===== src/rtl/chhb_pkg.sv =====
// Package for the chunk header hash builder.
// Holds the hash constants, the chunk size limit, shared types and the mix fold.
// No dependencies.
package chhb_pkg;

  localparam int unsigned MaxChunkBytes = 4096;
  localparam int unsigned CountW        = $clog2(MaxChunkBytes + 1);

  localparam logic [63:0] HashBasis = 64'hcbf29ce484222325;
  localparam logic [63:0] HashMulA  = 64'h00000100000001B3;
  localparam logic [63:0] HashMulB  = 64'hff51afd7ed558ccd;
  localparam int unsigned HashShift = 33;
  localparam logic [31:0] MagicPhnx = 32'h50484E58;

  typedef logic [63:0] word64_t;

  typedef enum logic [1:0] {
    ST_IDLE,
    ST_MUL_A,
    ST_MUL_B,
    ST_EMIT
  } state_t;

  function automatic word64_t fold33(word64_t v);
    return v ^ (v >> HashShift);
  endfunction

endpackage


===== src/rtl/chhb_mul.sv =====
// Iterative 64x64 multiplier, low 64 bits of the product.
// One shared 32x32 multiplier: lo*lo, lo*hi, hi*lo; done pulses on final product.
// Depends on chhb_pkg.
module chhb_mul (
  input  logic             clk,
  input  logic             rst,
  input  logic             start,
  input  chhb_pkg::word64_t a,
  input  chhb_pkg::word64_t b,
  output logic             done,
  output chhb_pkg::word64_t product
);
  import chhb_pkg::*;

  localparam logic [1:0] StepLoLo = 2'd0;
  localparam logic [1:0] StepLoHi = 2'd1;
  localparam logic [1:0] StepHiLo = 2'd2;

  word64_t     opa;
  word64_t     opb;
  word64_t     acc;
  logic [1:0]  step;
  logic        run;
  logic [31:0] x;
  logic [31:0] y;
  logic [63:0] p;

  always_comb begin
    case (step)
      StepLoLo: begin
        x = opa[31:0];
        y = opb[31:0];
      end
      StepLoHi: begin
        x = opa[31:0];
        y = opb[63:32];
      end
      default: begin
        x = opa[63:32];
        y = opb[31:0];
      end
    endcase
    p = 64'(x) * 64'(y);
  end

  always_ff @(posedge clk) begin
    if (rst) begin
      run  <= 1'b0;
      done <= 1'b0;
      step <= StepLoLo;
    end else begin
      done <= 1'b0;
      if (start) begin
        run  <= 1'b1;
        step <= StepLoLo;
      end else if (run) begin
        if (step == StepHiLo) begin
          run  <= 1'b0;
          done <= 1'b1;
        end
        step <= step + 2'd1;
      end
    end
  end

  always_ff @(posedge clk) begin
    if (start) begin
      opa <= a;
      opb <= b;
    end
    if (run) begin
      if (step == StepLoLo) begin
        acc <= p;
      end else begin
        acc[63:32] <= acc[63:32] + p[31:0];
      end
    end
  end

  assign product = acc;

endmodule


===== src/rtl/chunk_header_hash_builder.sv =====
// Chunk header hash builder, top level.
// Hashes a stream of payload bytes and emits one header word per chunk.
// Depends on chhb_pkg and chhb_mul.
//
// Input channel: one word per cycle at most, accepted when in_valid is high
// and in_stall is low. A word with byte_valid set is absorbed into the 64-bit
// hash and the byte count; a word with last_item set closes the chunk.
// Output channel: one header word per chunk (magic, sequence, total, count,
// checksum, overflow flag), handed over when out_valid is high and out_stall
// is low. The header sits in an output register, so input keeps flowing.
//
// Timing: a word carrying a payload byte holds in_stall high until the hash
// has absorbed it, so the next word waits; each byte needs two 64x64
// multiplies on the shared 32x32 multiplier, the second started by the
// first one's done. A word with neither byte nor last mark is not stalled.
// The header is loaded from the emit step, entered as the last byte's hash
// is stored (or on acceptance of a closing word with no byte). If the
// previous header is still stalled, the block waits in emit until it is taken.
// Reset (rst, synchronous): hash to offset basis, count and flag cleared,
// no header pending. Hash, count and flag are cleared again at each header.
module chunk_header_hash_builder (
  input  logic        clk,
  input  logic        rst,
  input  logic        in_valid,
  output logic        in_stall,
  input  logic [7:0]  data_byte,
  input  logic        byte_valid,
  input  logic        last_item,
  input  logic [31:0] seq_number,
  input  logic [31:0] chunk_total,
  output logic        out_valid,
  input  logic        out_stall,
  output logic [31:0] magic_word,
  output logic [31:0] header_seq,
  output logic [31:0] header_total,
  output logic [12:0] byte_count,
  output logic [63:0] checksum,
  output logic        size_overflow
);
  import chhb_pkg::*;

  state_t             state;
  state_t             state_next;
  word64_t            hash;
  logic [CountW-1:0]  bytes_seen;
  logic               overflow_seen;
  logic               last_q;
  logic [31:0]        seq_q;
  logic [31:0]        total_q;

  logic    accept;
  logic    out_load;
  logic    mul_start;
  word64_t mul_a;
  word64_t mul_b;
  logic    mul_done;
  word64_t mul_p;

  chhb_mul u_mul (
    .clk     (clk),
    .rst     (rst),
    .start   (mul_start),
    .a       (mul_a),
    .b       (mul_b),
    .done    (mul_done),
    .product (mul_p)
  );

  always_comb begin
    state_next = state;
    unique case (state)
      ST_IDLE: begin
        if (accept) begin
          if (byte_valid) begin
            state_next = ST_MUL_A;
          end else if (last_item) begin
            state_next = ST_EMIT;
          end
        end
      end
      ST_MUL_A: begin
        if (mul_done) begin
          state_next = ST_MUL_B;
        end
      end
      ST_MUL_B: begin
        if (mul_done) begin
          state_next = last_q ? ST_EMIT : ST_IDLE;
        end
      end
      ST_EMIT: begin
        if (out_load) begin
          state_next = ST_IDLE;
        end
      end
      default: state_next = ST_IDLE;
    endcase
  end

  always_comb begin
    in_stall  = (state != ST_IDLE);
    accept    = in_valid && !in_stall;
    out_load  = (state == ST_EMIT) && (!out_valid || !out_stall);
    mul_start = 1'b0;
    mul_a     = fold33(mul_p);
    mul_b     = HashMulB;
    unique case (state)
      ST_IDLE: begin
        mul_start = accept && byte_valid;
        mul_a     = hash ^ {56'd0, data_byte};
        mul_b     = HashMulA;
      end
      ST_MUL_A: begin
        mul_start = mul_done;
      end
      default: begin
        mul_start = 1'b0;
      end
    endcase
  end

  always_ff @(posedge clk) begin
    if (rst) begin
      state         <= ST_IDLE;
      hash          <= HashBasis;
      bytes_seen    <= '0;
      overflow_seen <= 1'b0;
      last_q        <= 1'b0;
      out_valid     <= 1'b0;
    end else begin
      state <= state_next;
      if (accept) begin
        last_q <= last_item;
        if (byte_valid) begin
          if (bytes_seen >= CountW'(MaxChunkBytes)) begin
            overflow_seen <= 1'b1;
          end else begin
            bytes_seen <= bytes_seen + CountW'(1);
          end
        end
      end
      if (state == ST_MUL_B && mul_done) begin
        hash <= fold33(mul_p);
      end
      if (out_load) begin
        hash          <= HashBasis;
        bytes_seen    <= '0;
        overflow_seen <= 1'b0;
        out_valid     <= 1'b1;
      end else if (!out_stall) begin
        out_valid <= 1'b0;
      end
    end
  end

  always_ff @(posedge clk) begin
    if (accept) begin
      seq_q   <= seq_number;
      total_q <= chunk_total;
    end
    if (out_load) begin
      magic_word    <= MagicPhnx;
      header_seq    <= seq_q;
      header_total  <= total_q;
      byte_count    <= 13'(bytes_seen);
      checksum      <= hash;
      size_overflow <= overflow_seen;
    end
  end

endmodule


===== config.mk =====
export PLATFORM = sky130hd
export DESIGN_NAME = chunk_header_hash_builder
export DESIGN_NICKNAME = d
export VERILOG_FILES = /design/src/rtl/chhb_pkg.sv /design/src/rtl/chhb_mul.sv /design/src/rtl/chunk_header_hash_builder.sv
export SDC_FILE = /design/constraint.sdc
export NUM_CORES = 2
export LEC_CHECK = 0
export BUFFER_PORTS_ARGS = -buffer_cell sky130_fd_sc_hd__clkbuf_2
export CAP_MARGIN = 30
export CORE_ASPECT_RATIO = 1.5
export CORE_MARGIN = 2
export CORE_UTILIZATION = 40
export DETAILED_ROUTE_END_ITERATION = 10
export GPL_TIMING_DRIVEN = 0
export PLACE_DENSITY_LB_ADDON = 0.1
export SYNTH_ARGS = -nofsm -noshare
export SYNTH_HDL_FRONTEND = slang
export SYNTH_HIERARCHICAL = 1
export SYNTH_SLANG_ARGS = --single-unit

===== constraint.sdc =====
create_clock -name clk -period 30.1 [get_ports clk]
set_clock_uncertainty 0.1 [all_clocks]
set_input_delay 6.02 -clock clk [delete_from_list [all_inputs] [get_ports clk]]
set_output_delay 6.02 -clock clk [all_outputs]
set_load 0.01 [all_outputs]

After elaboration in Yosys (flattened, before gate mapping)
Cells that the tools add are included.

word-level totals
  bits of input ports = 78
  output and inout port bits = 176
  flip-flop bits (word level) = 484
  word-level logic and storage cells = 79

operators by class
  equal/unequal tests = 11
  add/subtract/negate cells = 3
  reduce and logical (&&, ||, !) cells = 19
  $lt $le $gt $ge = 1
  multiplexer cells = 20
  $mul = 1
  bitwise operators = 4

operator list
  operator                                                                 count
  64-bit 2-to-1 mux                                                        2
  32-bit 2-to-1 mux                                                        3
  32-bit by 32-bit multiplier with 64-bit output                           1
  64-bit by 31-bit bitwise XOR with 64-bit output                          1
  64-bit by 8-bit bitwise XOR with 64-bit output                           1
  32-bit adder                                                             1
  2-bit 2-to-1 mux                                                         7
  13-bit by 1-bit adder with 13-bit output, second input constant          1
  13-bit greater-or-equal comparator, second input constant                1
  2-bit one-hot mux with 4 select lines                                    1
  2-bit equality test, second input constant                               3
  1-bit 2-to-1 mux                                                         6
  2-bit by 1-bit inequality test with 1-bit output, second input constant  3
  3-bit AND reduction                                                      2
  2-bit OR reduction                                                       3
  5-bit AND reduction                                                      1
  2-bit by 1-bit equality test with 1-bit output, second input constant    2
  1-bit logical AND                                                        4
  2-bit logical NOT                                                        2
  2-bit inequality test, second input constant                             2
  1-bit logical NOT                                                        3
  3-bit inequality test, second input constant                             1
  3-bit OR reduction                                                       1
  2-bit by 1-bit adder with 2-bit output, second input constant            1
  5 further kinds                                                          6

Longest topological paths before layout
  depth after elaboration = 6
  gate-level depth with buffers = 43
  gate-level depth less buffers = 39

Cells and area by module
The synthesis kept the hierarchy.

by module, submodules not included
  module                     cells an instance  instances  sequential area each (µm²)  area an instance (µm²)
  chhb_mul                   4285               1          5845.6                      41025.6
  chunk_header_hash_builder  813                1          7827.5                      10490.1

Worst setup path after synthesis
No wires, ideal clock.

  path kind = input-to-reg
  from = in out_stall
  to = reg byte_count[0] (enable)
  setup slack = 16440 ps
  buffers on the path = 0
  arrival = 12870 ps
  cell stages on the path = 1
  required time = 29310 ps
  setup time = 690 ps
  path through = a21oi_1

on the way
  cells in the longest elaborated chain, start to end = 3

RTL lines
  element               line                              text
  from (decl)           chunk_header_hash_builder.sv:32   input logic out_stall,
  1-bit logical NOT     n/a
  1-bit logical OR      chunk_header_hash_builder.sv:103  out_load = (state == ST_EMIT) && (!out_valid || !out_stall);
  1-bit logical AND     chunk_header_hash_builder.sv:103
  to (signal assigned)  chunk_header_hash_builder.sv:165  byte_count <= 13'(bytes_seen);
  to (decl)             chunk_header_hash_builder.sv:36   output logic [12:0] byte_count,

No other way between the ends.
A chain may end at the register's enable or synchronous reset.

Final worst setup path
  from = reg u_mul.step[1]
  to = reg u_mul.acc[63] (netlist: u_mul/product[63]), data pin

on the way
  cells in the longest elaborated chain, start to end = 6
  elaborated cells on any way between the ends = 8
  classes of those cells = add/sub (1); mul (1); eq/ne (1); mux (3); reduce/logical (2)

RTL lines
  element                                                                              line            text
  from (decl)                                                                          chhb_mul.sv:22  logic [1:0] step;
  from (signal assigned)                                                               chhb_mul.sv:50  step <= StepLoLo;
  from (signal assigned)                                                               chhb_mul.sv:55  step <= StepLoLo;
  from (signal assigned)                                                               chhb_mul.sv:61  step <= step + 2'd1;
  2-bit by 1-bit equality test with 1-bit output or 2-bit logical NOT (tied branches)  chhb_mul.sv:29  case (step)
  2-bit OR reduction (no source line)                                                  n/a
  32-bit 2-to-1 mux                                                                    chhb_mul.sv:29
  32-bit by 32-bit multiplier with 64-bit output (*)                                   chhb_mul.sv:43  p = 64'(x) * 64'(y);
  via u_mul.p[24]                                                                      chhb_mul.sv:26  logic [63:0] p;
  32-bit adder (*)                                                                     chhb_mul.sv:75  acc[63:32] <= acc[63:32] + p[31:0];
  32-bit 2-to-1 mux (*)                                                                chhb_mul.sv:72  if (step == StepLoLo) begin
  to (signal assigned)                                                                 chhb_mul.sv:73  acc <= p;
  to (signal assigned)                                                                 chhb_mul.sv:75
  to (decl)                                                                            chhb_mul.sv:21  word64_t acc;

The timed path passes the listed nets; every way through them passes the cells marked *.

==> results.md <==
* FF/Latch Area at between 10000 and 15000 um2
* Instance area at placement at 56010 um2
* H-tree depth at 2
* Max cap viols at 0
* RSZ-0062 raised after global routing: no
* Post-synthesis adder-cell area fraction at 42.12%
* CTS buffer count at between 50 and 60
* Mux contribution to synthesized area at under 10%
* Routed len/inst at ~27 um
* Core Box Area at around 130000 um2
* 1st-iter DRT viols at ~2800
* Arrival time worst endpoint at between 10 and 15 ns
* Critical Path RT at 30.39 ns
* Slowest cell on crit path: mux2i_1
* Most common cell after layout, fill and taps aside: fa_1
* Part of the cycle the worst path needs at a little under half
* Crit path to: u_mul/product[63]
* Largest stage delay, worst path at 0.89 ns
* Reg-to-Reg End: u_mul/product[63]
* Syn-to-layout area delta at 12.29%
* Fin area at 57850 um2
* Final hold vios at 0
* Post-DP HPWL at approximately 170 mm
* Clock sinks at between 400 and 500
* Compound-Gate Fraction of Synth Area at just over 5%
* Overflow after GRT at 0
* DR pass1 iterations at 7
* Syn_area_per_cell at around 10 um2
* Input/output buffers at approximately 220
* Status: complete, no violations
* Synthesized cell area at just over 50000 um2
* Hold_buf cts at 0
* Worst slew pin tran at ~1.1 ns
* Post-synth cell types at 89
* First-pass GRT wire length at between 200 and 300 mm
* Crit path max-delay family: adder cells
* Total setup buffers inserted after CTS at 0
* Via density at between 5 and 6
* Crit path kind: flip-flop to flip-flop
* Post-synthesis sequential area ratio at about a quarter
* Die height at approximately 440 um
* Worst setup EP type: flip-flop
* R2r startpoint: u_mul/step[1]
* Synth Instances at a little over 5000
* Layout net count at around 6800
* Final critical-path required period at approximately 14 ns
* Dpl ws at around 16 ns
* Final ANT Viol Nets at 0
* Final setup vio count at 0
* Number of global-route vias before repair at roughly 40000
* Filler Cells Inserted at approximately 13000
* Die X-Extent at 297.0 um
* Cell Rows at 161
* Total Wirelength at 194.7 mm
* Largest net degree at the start of global routing at 61
* Most frequent cells in the layout: fa_1 (897), inv_1 (881), nand2_1 (869)
* Vias at 38060
* FF+latch count, synth at slightly below 500
* # IOs at ~250
* RePlAce Congestion at 0.9679
* Starting Density at around two fifths
* Post-CTS Resized at 0
* Main combinational cell family by area after synthesis: adder cells
* Die ar. at between 100000 and 150000 um2
* Setup TNS at 0 ns
* Max FO, Critical Path at 10
* WP buf/inv at 12
* Worst skew pair latency at between 0.6 and 0.7 ns
* R2R cell count at just over 40
* Post-synthesis xor/xnor area fraction at roughly 2.2%
* TritonCTS clock tree: yes
* Post-route DRC at 0
* Synth async-reset ratio at 0%
* Root Driver: clkbuf_16
* Fraction of the mapped netlist area in simple logic gates at around 13%
* Layout cells sized above 1 at 9.697%
* Final WS setup at about 16 ns
* Critical path launch point type: flip-flop
* Multi-input logic area at approximately 34000 um2
* Worst hold path type: flip-flop to flip-flop
* R2R setup slack at approximately 16 ns
* Total GRT Usage at between 20 and 30%
* Ys Warns at 6
* Final Slew Violations at 0
* Critical path depth in cells at just over 40
* Primary FF master, synth: edfxtp_1
* Post-synth EDFFs at between 300 and 400
* Clk slew on worst S/H paths at around 0.060 ns
* Rel. slew slack at 23.46%
* Most numerous cell on the critical path: fa_1
* Crit path from: u_mul/step[1]
* Clk buf depth at 3
* Antenna violations before repair at 4
* Max Freq at 72.31 MHz
==> layer usage <==
metal	track usage [%]	vias up	part of all wire (%)
met2	54.81	1367	52
met5	0	-	0
met3	3.196	403	5.1
met1	33.91	19710	36
met4	16.99	0	7.1
li1	-	16580	-
==> sequential cells by signal (all words and copies together) (netlist names) <==
register	count
byte_count	13
bytes_seen	13
checksum	64
hash	64
header_seq	32
header_total	32
last_q	1
out_valid	1
overflow_seen	1
seq_q	32
size_overflow	1
state	2
total_q	32
u_mul/done	1
u_mul/opa	64
u_mul/opb	64
u_mul/product	64
u_mul/run	1
u_mul/step	2
==> metrics by stage <==
| step | utilization, % | cells | hold slack, ns |
|---|---|---|---|
| final | 45.15 | 7264 | 0.3063 |
| after global routing | 45.14 | 7259 | 0.3128 |
| after floorplan | - | 5150 | 0.3003 |
| after CTS | 45.13 | 7258 | 0.3054 |
| after global placement | 42.90 | 7082 | 0.3005 |
| after detailed placement | 43.71 | 7157 | 0.3045 |
==> worst min-delay path by stage <==
stage          slack, ns         from                to  cells after the start
5_1_grt             0.31    seq_q[20]    header_seq[20]                      0
2_1_floorplan       0.30     seq_q[0]     header_seq[0]                      0
6_report            0.31    seq_q[30]    header_seq[30]                      0
3_5_place_dp        0.30     seq_q[3]     header_seq[3]                      0
3_3_place_gp        0.30  total_q[27]  header_total[27]                      0
4_1_cts             0.31  total_q[30]  header_total[30]                      0
==> cell type report <==
cell class                      instances  area share, %
Clock buffer                           75          2.580
Buffer                                259          2.066
Inverter                              883          5.730
Antenna cell                            5        0.02163
Sequential cell                       484          23.64
Clock inverter                         26         0.5537
Tap cell                             1711          3.701
Timing Repair Buffer                  297          3.604
Multi-Input combinational cell       3524          58.10
==> cells by family (layout without fill, tap and decap cells) <==
family | count (synthesis) | in the layout
compound gates | 409 | 409
xor+xnor | 131 | 131
fa+ha+maj | 1196 | 1196
buf+inv | 1142 | 1540
flops | 484 | 484
mux | 132 | 132
other cells | 2 | 59
simple gates | 1602 | 1602
==> synth_stat cells (all sizes together), types with 10 or more instances <==
library cell	count	share of area (%)
xnor2	89	1.5
and2	16	0.20
a211oi	29	0.43
and3	11	0.14
o21bai	15	0.22
a21o	43	0.63
inv	882	6.4
or3	10	0.12
nand2	869	6.3
xor2	42	0.71
a21oi	159	1.6
nand4	27	0.33
edfxtp	398	23
fa	897	35
dfxtp	86	3.3
nand2b	14	0.17
nor2	557	4.1
ha	299	7.3
mux2	64	1.4
clkbuf	204	1.6
o21a	13	0.19
mux2i	68	1.3
buf	54	0.67
o21ai	66	0.64
o211ai	16	0.24
nor3	23	0.22
nand3	46	0.46
Power is left out: the tool's default activity adds up to more than one toggle a clock period on the data nets, which glitch-free logic cannot reach.
